$ cat src/design/dclp_pkg.sv
// Shared types and constants of the draw command line parser.
// Holds the command and result kind codes, the result record and the hex digit decoder.
// Depends on nothing; every other design file imports it.
`default_nettype none

package dclp_pkg;

  // Character codes the parser reacts to.
  localparam logic [7:0] CHR_NEWLINE = 8'd10;
  localparam logic [7:0] CHR_ZERO    = 8'h30;
  localparam logic [7:0] CHR_NINE    = 8'h39;
  localparam logic [7:0] CHR_LOWER_A = 8'h61;
  localparam logic [7:0] CHR_LOWER_F = 8'h66;
  localparam logic [7:0] CHR_UPPER_A = 8'h41;
  localparam logic [7:0] CHR_UPPER_F = 8'h46;
  localparam logic [7:0] CHR_TEXT    = 8'h23;  // '#'
  localparam logic [7:0] CHR_RECT    = 8'h21;  // '!'
  localparam logic [7:0] CHR_FILL    = 8'h24;  // '$'

  // Line layout: numbers are three digits each, the colour four hex digits.
  localparam int DEC_END_FIRST  = 3;
  localparam int DEC_END_SECOND = 6;
  localparam int DEC_END_THIRD  = 9;
  localparam int RECT_DEC_LAST  = 12;
  localparam int RECT_HEX_LAST  = 16;
  localparam int RECT_LINE_LEN  = 17;
  localparam int TEXT_HDR_LAST  = 10;

  localparam int NUM_W    = 16;
  localparam int KIND_W   = 3;
  localparam int TDATA_W  = 88;

  typedef enum logic [1:0] {
    CMD_NONE,
    CMD_TEXT,
    CMD_RECT,
    CMD_FILL
  } cmd_t;

  typedef enum logic [KIND_W-1:0] {
    KIND_TEXT_HEAD,
    KIND_TEXT_BYTE,
    KIND_TEXT_END,
    KIND_RECT,
    KIND_FILL
  } kind_t;

  // Per-line parse state apart from the byte position.
  typedef struct packed {
    cmd_t                       cmd;
    logic [3:0][NUM_W-1:0]      numbers;
    logic [NUM_W-1:0]           colour;
  } line_state_t;

  typedef struct packed {
    kind_t                      kind;
    logic [3:0][NUM_W-1:0]      numbers;
    logic [NUM_W-1:0]           colour;
    logic [7:0]                 text;
    logic                       last;
  } result_t;

  // Value of a hex character; anything else counts as zero.
  function automatic logic [3:0] hex_value(input logic [7:0] b);
    logic [7:0] d;
    begin
      d = 8'h00;
      if (b inside {[CHR_ZERO:CHR_NINE]}) begin
        d = b - CHR_ZERO;
      end else if (b inside {[CHR_LOWER_A:CHR_LOWER_F]}) begin
        d = b - CHR_LOWER_A + 8'd10;
      end else if (b inside {[CHR_UPPER_A:CHR_UPPER_F]}) begin
        d = b - CHR_UPPER_A + 8'd10;
      end
      hex_value = d[3:0];
    end
  endfunction

endpackage

`default_nettype wire

$ cat src/design/dclp_step.sv
// Next-state and result logic of the draw command line parser for one byte.
// Purely combinational; the registers live in draw_command_line_parser.
// Depends on dclp_pkg.
`default_nettype none

module dclp_step #(
  parameter int MAX_LINE = 128,
  parameter int POS_W    = 7
) (
  input  wire logic [7:0]           data_byte,
  input  wire logic [POS_W-1:0]     pos,
  input  wire dclp_pkg::line_state_t state,
  output logic      [POS_W-1:0]     pos_next,
  output dclp_pkg::line_state_t     state_next,
  output logic                      emit,
  output dclp_pkg::result_t         result
);
  import dclp_pkg::*;

  line_state_t       work;
  logic [1:0]        idx;
  logic [NUM_W-1:0]  digit;
  logic [NUM_W-1:0]  acc;
  logic [POS_W:0]    pos_inc;
  logic              restart;
  logic              is_text;
  logic              is_box;

  always_comb begin
    work     = state;
    emit     = 1'b0;
    restart  = 1'b0;
    result   = '0;
    result.kind = KIND_TEXT_HEAD;
    pos_next = pos;
    pos_inc  = {1'b0, pos} + (POS_W+1)'(1);
    is_text  = (state.cmd == CMD_TEXT);
    is_box   = (state.cmd == CMD_RECT) || (state.cmd == CMD_FILL);

    if (pos <= POS_W'(DEC_END_FIRST)) begin
      idx = 2'd0;
    end else if (pos <= POS_W'(DEC_END_SECOND)) begin
      idx = 2'd1;
    end else if (pos <= POS_W'(DEC_END_THIRD)) begin
      idx = 2'd2;
    end else begin
      idx = 2'd3;
    end
    digit = {8'h00, data_byte} - {8'h00, CHR_ZERO};
    acc   = (state.numbers[idx] << 3) + (state.numbers[idx] << 1) + digit;

    if (data_byte == CHR_NEWLINE) begin
      if (pos != '0) begin
        restart = 1'b1;
        if (is_text && pos > POS_W'(TEXT_HDR_LAST)) begin
          emit        = 1'b1;
          result.kind = KIND_TEXT_END;
          result.last = 1'b1;
        end else if (is_box && pos == POS_W'(RECT_LINE_LEN)) begin
          emit        = 1'b1;
          result.kind = (state.cmd == CMD_RECT) ? KIND_RECT : KIND_FILL;
          result.last = 1'b1;
        end
      end
    end else begin
      if (pos == '0) begin
        case (data_byte)
          CHR_TEXT: work.cmd = CMD_TEXT;
          CHR_RECT: work.cmd = CMD_RECT;
          CHR_FILL: work.cmd = CMD_FILL;
          default:  work.cmd = CMD_NONE;
        endcase
      end else if (is_text) begin
        if (pos <= POS_W'(DEC_END_SECOND)) begin
          work.numbers[idx] = acc;
        end else if (pos <= POS_W'(TEXT_HDR_LAST)) begin
          work.colour = {state.colour[NUM_W-5:0], hex_value(data_byte)};
          if (pos == POS_W'(TEXT_HDR_LAST)) begin
            emit        = 1'b1;
            result.kind = KIND_TEXT_HEAD;
          end
        end else begin
          emit        = 1'b1;
          result.kind = KIND_TEXT_BYTE;
          result.text = data_byte;
        end
      end else if (is_box) begin
        if (pos <= POS_W'(RECT_DEC_LAST)) begin
          work.numbers[idx] = acc;
        end else if (pos <= POS_W'(RECT_HEX_LAST)) begin
          work.colour = {state.colour[NUM_W-5:0], hex_value(data_byte)};
        end
      end
      pos_next = pos_inc[POS_W-1:0];
      // A full line closes itself; a result on its last byte ends the line.
      if (pos_inc == (POS_W+1)'(MAX_LINE)) begin
        restart     = 1'b1;
        result.last = emit;
      end
    end

    result.numbers = work.numbers;
    result.colour  = work.colour;

    if (restart) begin
      state_next = '0;
      pos_next   = '0;
    end else begin
      state_next = work;
    end
  end

endmodule

`default_nettype wire

$ cat src/design/draw_command_line_parser.sv
// Top level of the draw command line parser: byte stream in, draw results out.
// Depends on dclp_pkg and dclp_step.
//
// Usage: serial bytes arrive as transfers on the s_ group (s_tdata holds one
// byte). Bytes are grouped into lines that end at a newline or after MAX_LINE
// bytes; the first byte of a line selects text ('#'), rectangle ('!') or fill
// ('$'). Each input transfer yields zero or one result transfer on the m_ group.
// m_tuser carries the result kind, m_tlast marks the result that closes a line,
// and m_tdata carries the four numbers, the colour and the text byte.
//
// A result is visible on m_ the cycle after its byte is taken. Throughput is
// one byte per cycle unless the receiver stalls, set by the single result
// register that follows the one-byte parse logic in dclp_step. s_tready stays
// high while the result register is empty or being drained, so a new byte is
// taken in the same cycle a waiting result leaves. When the receiver stalls
// with a result held, s_tready drops and the byte stream waits; bytes that
// produce no result still need a free result register. Reset clears the line
// position, the command, the numbers and colour, and empties the result register.
`default_nettype none

module draw_command_line_parser #(
  parameter int MAX_LINE = 128
) (
  input  wire logic                          clk,
  input  wire logic                          rst,
  input  wire logic                          s_tvalid,
  output logic                               s_tready,
  input  wire logic [7:0]                    s_tdata,   // [7:0] data_byte
  output logic                               m_tvalid,
  input  wire logic                          m_tready,
  // [15:0] first_number, [31:16] second_number, [47:32] third_number,
  // [63:48] fourth_number, [79:64] colour_word, [87:80] text_byte
  output logic [dclp_pkg::TDATA_W-1:0]       m_tdata,
  output logic [dclp_pkg::KIND_W-1:0]        m_tuser,   // [2:0] kind
  output logic                               m_tlast    // line_end
);
  import dclp_pkg::*;

  localparam int POS_W = $clog2(MAX_LINE);

  logic [POS_W-1:0] pos;
  logic [POS_W-1:0] pos_next;
  line_state_t      state;
  line_state_t      state_next;
  logic             emit;
  result_t          result;
  result_t          out_reg;
  logic             accept;

  assign s_tready = !m_tvalid || m_tready;
  assign accept   = s_tvalid && s_tready;

  dclp_step #(
    .MAX_LINE (MAX_LINE),
    .POS_W    (POS_W)
  ) u_step (
    .data_byte  (s_tdata),
    .pos        (pos),
    .state      (state),
    .pos_next   (pos_next),
    .state_next (state_next),
    .emit       (emit),
    .result     (result)
  );

  // Line state advances on every accepted byte.
  always_ff @(posedge clk) begin
    if (rst) begin
      pos   <= '0;
      state <= '0;
    end else if (accept) begin
      pos   <= pos_next;
      state <= state_next;
    end
  end

  // Result register: loaded by an accepted byte, emptied when taken.
  always_ff @(posedge clk) begin
    if (rst) begin
      m_tvalid <= 1'b0;
    end else if (accept) begin
      m_tvalid <= emit;
    end else if (m_tready) begin
      m_tvalid <= 1'b0;
    end
  end

  always_ff @(posedge clk) begin
    if (accept && emit) begin
      out_reg <= result;
    end
  end

  assign m_tdata = {out_reg.text, out_reg.colour, out_reg.numbers[3], out_reg.numbers[2],
                    out_reg.numbers[1], out_reg.numbers[0]};
  assign m_tuser = out_reg.kind;
  assign m_tlast = out_reg.last;

endmodule

`default_nettype wire

$ cat config.mk
export PLATFORM = sky130hd
export DESIGN_NAME = draw_command_line_parser
export DESIGN_NICKNAME = d
export VERILOG_FILES = /design/src/design/dclp_pkg.sv /design/src/design/dclp_step.sv /design/src/design/draw_command_line_parser.sv
export SDC_FILE = /design/constraint.sdc
export NUM_CORES = 1
export LEC_CHECK = 0
export BUFFER_PORTS_ARGS = -buffer_cell sky130_fd_sc_hd__buf_2
export CORE_UTILIZATION = 41
export CTS_CLUSTER_SIZE = 30
export DETAILED_ROUTE_END_ITERATION = 6
export MAX_ROUTING_LAYER = met4
export SLEW_MARGIN = 40
export SYNTH_ARGS = -nofsm -noshare
export SYNTH_HDL_FRONTEND = slang
export SYNTH_SLANG_ARGS = --single-unit
$ cat constraint.sdc
create_clock -name clk -period 8 [get_ports clk]
set_clock_uncertainty 0.05 [all_clocks]
set_input_delay 0.4 -clock clk [delete_from_list [all_inputs] [get_ports clk]]
set_output_delay 0.4 -clock clk [all_outputs]
set_load 0.005 [all_outputs]
* Yosys cells after proc, flatten, opt, wreduce, memory -nomap -nowiden
Index checks and enable logic that the tools add are counted.
W data, S select, Z words.
** Storage, ports and cells
- Flip-flop bits (word level) :: 182
- Bits of input ports :: 12
- Logic and storage cells :: 121
** Operators by class
- Add/sub/neg operators :: 9
- Magnitude comparators :: 15
- Equality and inequality tests :: 11
- Mux-type cells :: 51
- Bitwise operators :: 1
- Reductions and logical operators :: 18
** Operators by type and width (number)
- $mux W80 :: 3
- $mux W82 :: 2
- $mux W64 :: 2
- $mux W16 :: 5
- $bwmux W64 :: 1
- $add A16 B16 Y16 :: 2
- $bmux W16 S2 :: 1
- $demux W16 S2 :: 1
- $eq A8 B6 Y1 const B :: 3
- $mux W3 :: 8
- $le A7 B4 Y1 const B :: 3
- $mux W1 :: 18
- $ge A8 B7 Y1 const B :: 2
- $le A8 B7 Y1 const B :: 2
- $mux W15 :: 1
- $mux W7 :: 2
- $mux W4 :: 3
- $sub A4 B1 Y4 const B :: 3
- $sub A8 B6 Y9 const B :: 1
- $add A4 B4 Y4 const B :: 2
- $add A7 B1 Y8 const B :: 1
- $eq A8 B4 Y1 const B :: 1
- $eq A8 B8 Y1 const B :: 1
- $ge A8 B6 Y1 const B :: 1
- 24 further kinds :: 36

* Logic depth before layout (Yosys ltp)
- Depth after elaboration :: 15
- Gate-level depth with buffers :: 20
- Gate-level depth less buffers :: 19

* Cells and area by module
A second synthesis with hierarchy kept.
** Unflattened totals
- Cell total of the unflattened synthesis :: 1042
- Area, all modules :: 10515.1 um2
** Modules (own cells, without submodules)
- draw_command_line_parser :: instances 1, cells each 503, area each 6648.9 um2, seq. area each 4564.4 um2
- dclp_step :: instances 1, cells each 539, area each 3866.2 um2, seq. area each 0.0 um2

* Worst setup path after synthesis
No wires, ideal clock.
- Kind :: flip-flop to flip-flop
- Start :: reg pos[1]
- End :: reg out_reg (netlist bit m_tdata[15]) (data pin)
- Setup time :: 0.268 ns
- Arrival time :: 4.419 ns
- Path slack :: 3.263 ns
- Stages on the path, launching flop included :: 21
- Buffers on the path :: 2
- Period minus slack after synthesis :: 4.737 ns
- Cell sequence :: dfxtp_1 -> buf_2 -> inv_1 -> ha_1 -> nand2b_1 -> o2111ai_1 -> clkbuf_1 -> nor2_1 -> nor3_1 -> inv_1 -> fa_1 -> inv_1 -> ha_1 -> a21oi_1 -> o2111ai_1 -> o311ai_0 -> a21oi_1 -> a21o_1 -> a21oi_1 -> xnor2_2 -> o21ai_0
** RTL lines
- from (decl) :: line draw_command_line_parser.sv:41 : logic [POS_W-1:0] pos;
- from (signal assigned) :: line draw_command_line_parser.sv:72 : pos <= pos_next;
- to (signal assigned) :: line draw_command_line_parser.sv:90 : out_reg <= result;
- to (decl) :: line draw_command_line_parser.sv:47 : result_t out_reg;

==> summary.txt <==
Status
  – Status: finished with violations
  – Failing checks: design-rule violations

Global route
  – First-pass GRT wire length: 34.94 mm
  – Total track usage: 21.35%
  – Initial antenna violation count: 0
  – Number of global-route vias before repair: 6282
  – GRT Residual Overflow: 0
  – Largest net degree at the start of global routing: 75

Synth
  – Post-synth EDFFs: 92
  – Area share of and/or/nand/nor cells after synthesis: 14.72%
  – Adder-Cell Fraction of Synth Area: 6.516%
  – Yosys warns: 0
  – Post-synthesis mux area share: ~3.9%
  – Cell Area, Synth: 8756 um^2
  – Yosys reg bits: 182
  – Syn nets: 907
  – Syn Inst Count: 856
  – Register area share after synthesis: 52.13%
  – Synth Area in Compound Gates: around 16%
  – Xor and xnor area share after synthesis: about 2.5%
  – Syn Area/Cell: 10.23 um^2
  – Primary FF master, synth: edfxtp_1
  – Fraction of registers with async set/reset: 0%
  – Largest family of logic cells by synthesized area: compound AO/OA/AOI/OAI gates
  – Library cells used by synthesis: 61

Worst setup path
  – R2R Setup Slk: 2510 ps
  – Critical Path RT: between 8000 and 9000 ps
  – Crit Path Class: flip-flop to flip-flop
  – CP Max Fanout: 15
  – Critical path launch point type: flip-flop
  – Reg2reg path depth: 17
  – Crit end category: flip-flop
  – Critical Path AT: between 5000 and 6000 ps

CTS
  – CTS Buf Count: 17
  – Reg clk slew, reported paths: 70 ps
  – Worst-Skew Late Latency: approximately 440 ps
  – Post-CTS Setup Bufs: 0
  – H-tree depth: 4
  – Clk sink count: 182
  – Worst-case clock buffer depth: 2
  – Post_cts resized: 0
  – Root Driver: clkbuf_16
  – Cts hold-fix bufs: 0
  – CTS tree: built

Floorplan
  – IO Pins: 106
  – Die Footprint: 21940 um^2
  – FP Rows: 53
  – Starting Density: 41.78%
  – Core area: about 21000 um^2
  – Die height: between 100 and 150 um
  – Die W: 148.1 um

Route
  – Vias per cell: 5.516
  – Initial DRC count: 691
  – WL per Instance: ~18 um
  – Post-route ant nets: 0
  – DRC violations left: 2
  – Routed WL: 22.49 mm
  – Vias: 6785
  – DR pass1 iterations: 7

Power
  – PwrDens: between 150 and 200 nW/um^2
  – Leak pwr: 0.004321 uW
  – VDD IR-drop max: 0.1348 mV

Timing
  – Slew margin rel.: 48.85%
  – Slew Viols, Final: 0
  – # setup viols final: 0
  – Final WS setup: 2511 ps
  – WHS: 298.8 ps
  – RSZ-0062 raised after global routing: no
  – Maximum clock rate: 182.2 MHz
  – Post-route clock period utilization: 68.61%
  – Final Hold Viols: 0
  – Worst Tran Pin Value: 767.2 ps
  – Tmin final: 5489 ps
  – Setup TNS Final: 0 ps

Layout
  – Antenna diodes: 0
  – Nets: 993
  – Most frequent cells in the layout: nor2_1 (110), buf_2 (106), edfxtp_1 (92)
  – FILL cells: 1989
  – Ratio of cells with drive above 1 in the final layout: 19.27%
  – Area Overhead vs Synth: 15.48%
  – Most common cell after layout, fill and taps aside: nor2_1
  – Multi-input logic area: between 3000 and 4000 um^2
  – Storage cell area: 4564 um^2
  – Fin util: 48.25%
  – Design area: approximately 10000 um^2

Hold path
  – Hold depth: 2
  – Hold Path Class: primary input to flip-flop

Placement
  – Placed inst area: between 9000 and 10000 um^2
  – Input/output buffers: roughly 110
  – Detailed placement HPWL: around 15 mm
  – Setup WS pre-CTS: 2348 ps
  – GPL Wtd Cong: 0.9083

Flow run
  – Max Cap Viol: 0
registers in the layout, indices dropped and copies added, names as in the netlist:
| register | flops |
|---|---|
| m_tlast | 1 |
| m_tdata | 88 |
| m_tuser | 3 |
| pos | 7 |
| m_tvalid | 1 |
| state | 82 |
path summary, 6_finish.rpt:
check,endpoint,start
max reg2reg,m_tdata[15],pos[0]
min,m_tdata[84],s_tdata[4]
max,m_tdata[15],pos[0]
min reg2reg,state[79],state[79]
metal layers:
layer / up-vias / track usage (%) / part of all wire, %
met3: 18 / 3.405 / 5.4
met1: 3265 / 29.29 / 46
li1: 3272 / - / -
met2: 230 / 32.25 / 47
met5: - / - / 0
met4: 0 / 6.907 / 1.3
cell usage after synthesis, drive strengths merged (8+ instances only):
master,n,share of area [%]
nand2,90,3.9
inv,33,1.4
clkbuf,38,1.6
buf,10,0.66
fa,11,2.5
ha,28,4.0
a22oi,64,5.5
a21oi,19,1.1
xor2,11,1.1
and2,12,0.86
nor3,19,1.2
xnor2,13,1.4
nand3,22,1.3
dfxtp,90,21
o21ai,57,3.3
edfxtp,92,32
and3,8,0.57
nor2,110,4.7
a21o,11,0.94
mux2,27,3.5
o22ai,10,0.71
worst max-delay path, stage by stage, from the launching register on:
cell and delay (ps):
dfxtp_1 600, ha_1 370, nor4bb_1 120, o21ai_2 540, o22ai_1 170, nor3_1 360, inv_1 110, fa_1 520
inv_1 70, ha_1 290, a21oi_1 200, o2111ai_1 250, o311ai_0 520, a21oi_1 230, a21o_1 220, a21oi_1 230
xnor2_2 220, o21ai_0 150
stage by stage:
stage,std cells,power [uW]
global route,1230,1974
CTS,1230,1928
detailed placement,1198,1115
finish,1230,1913
floorplan,856,1076
global placement,1197,1114
report_power, final:
| group | switching (uW) | leakage, uW | internal (uW) |
|---|---|---|---|
| logic | 87.8 | 0.00227 | 35.1 |
| registers | 2.80 | 0.00176 | 970 |
| clock network | 363 | 0.000287 | 454 |
kinds of logic after synthesis:
family	count (synthesis)
flip-flops	182
AO/OA/AOI/OAI	211
adder cells (fa/ha/maj)	39
buffers and inverters	82
AND/OR/NAND/NOR	287
multiplexers	31
XOR/XNOR	24
cell type report:
cell class | count | share of cell area, %
Sequential cell | 182 | 45.14
Inverter | 34 | 1.275
Timing Repair Buffer | 115 | 5.989
Tap cell | 275 | 3.403
Multi-Input combinational cell | 592 | 38.57
Clock inverter | 8 | 0.5321
Clock buffer | 24 | 5.086
No activity file was read; power rests on OpenSTA's default activity.
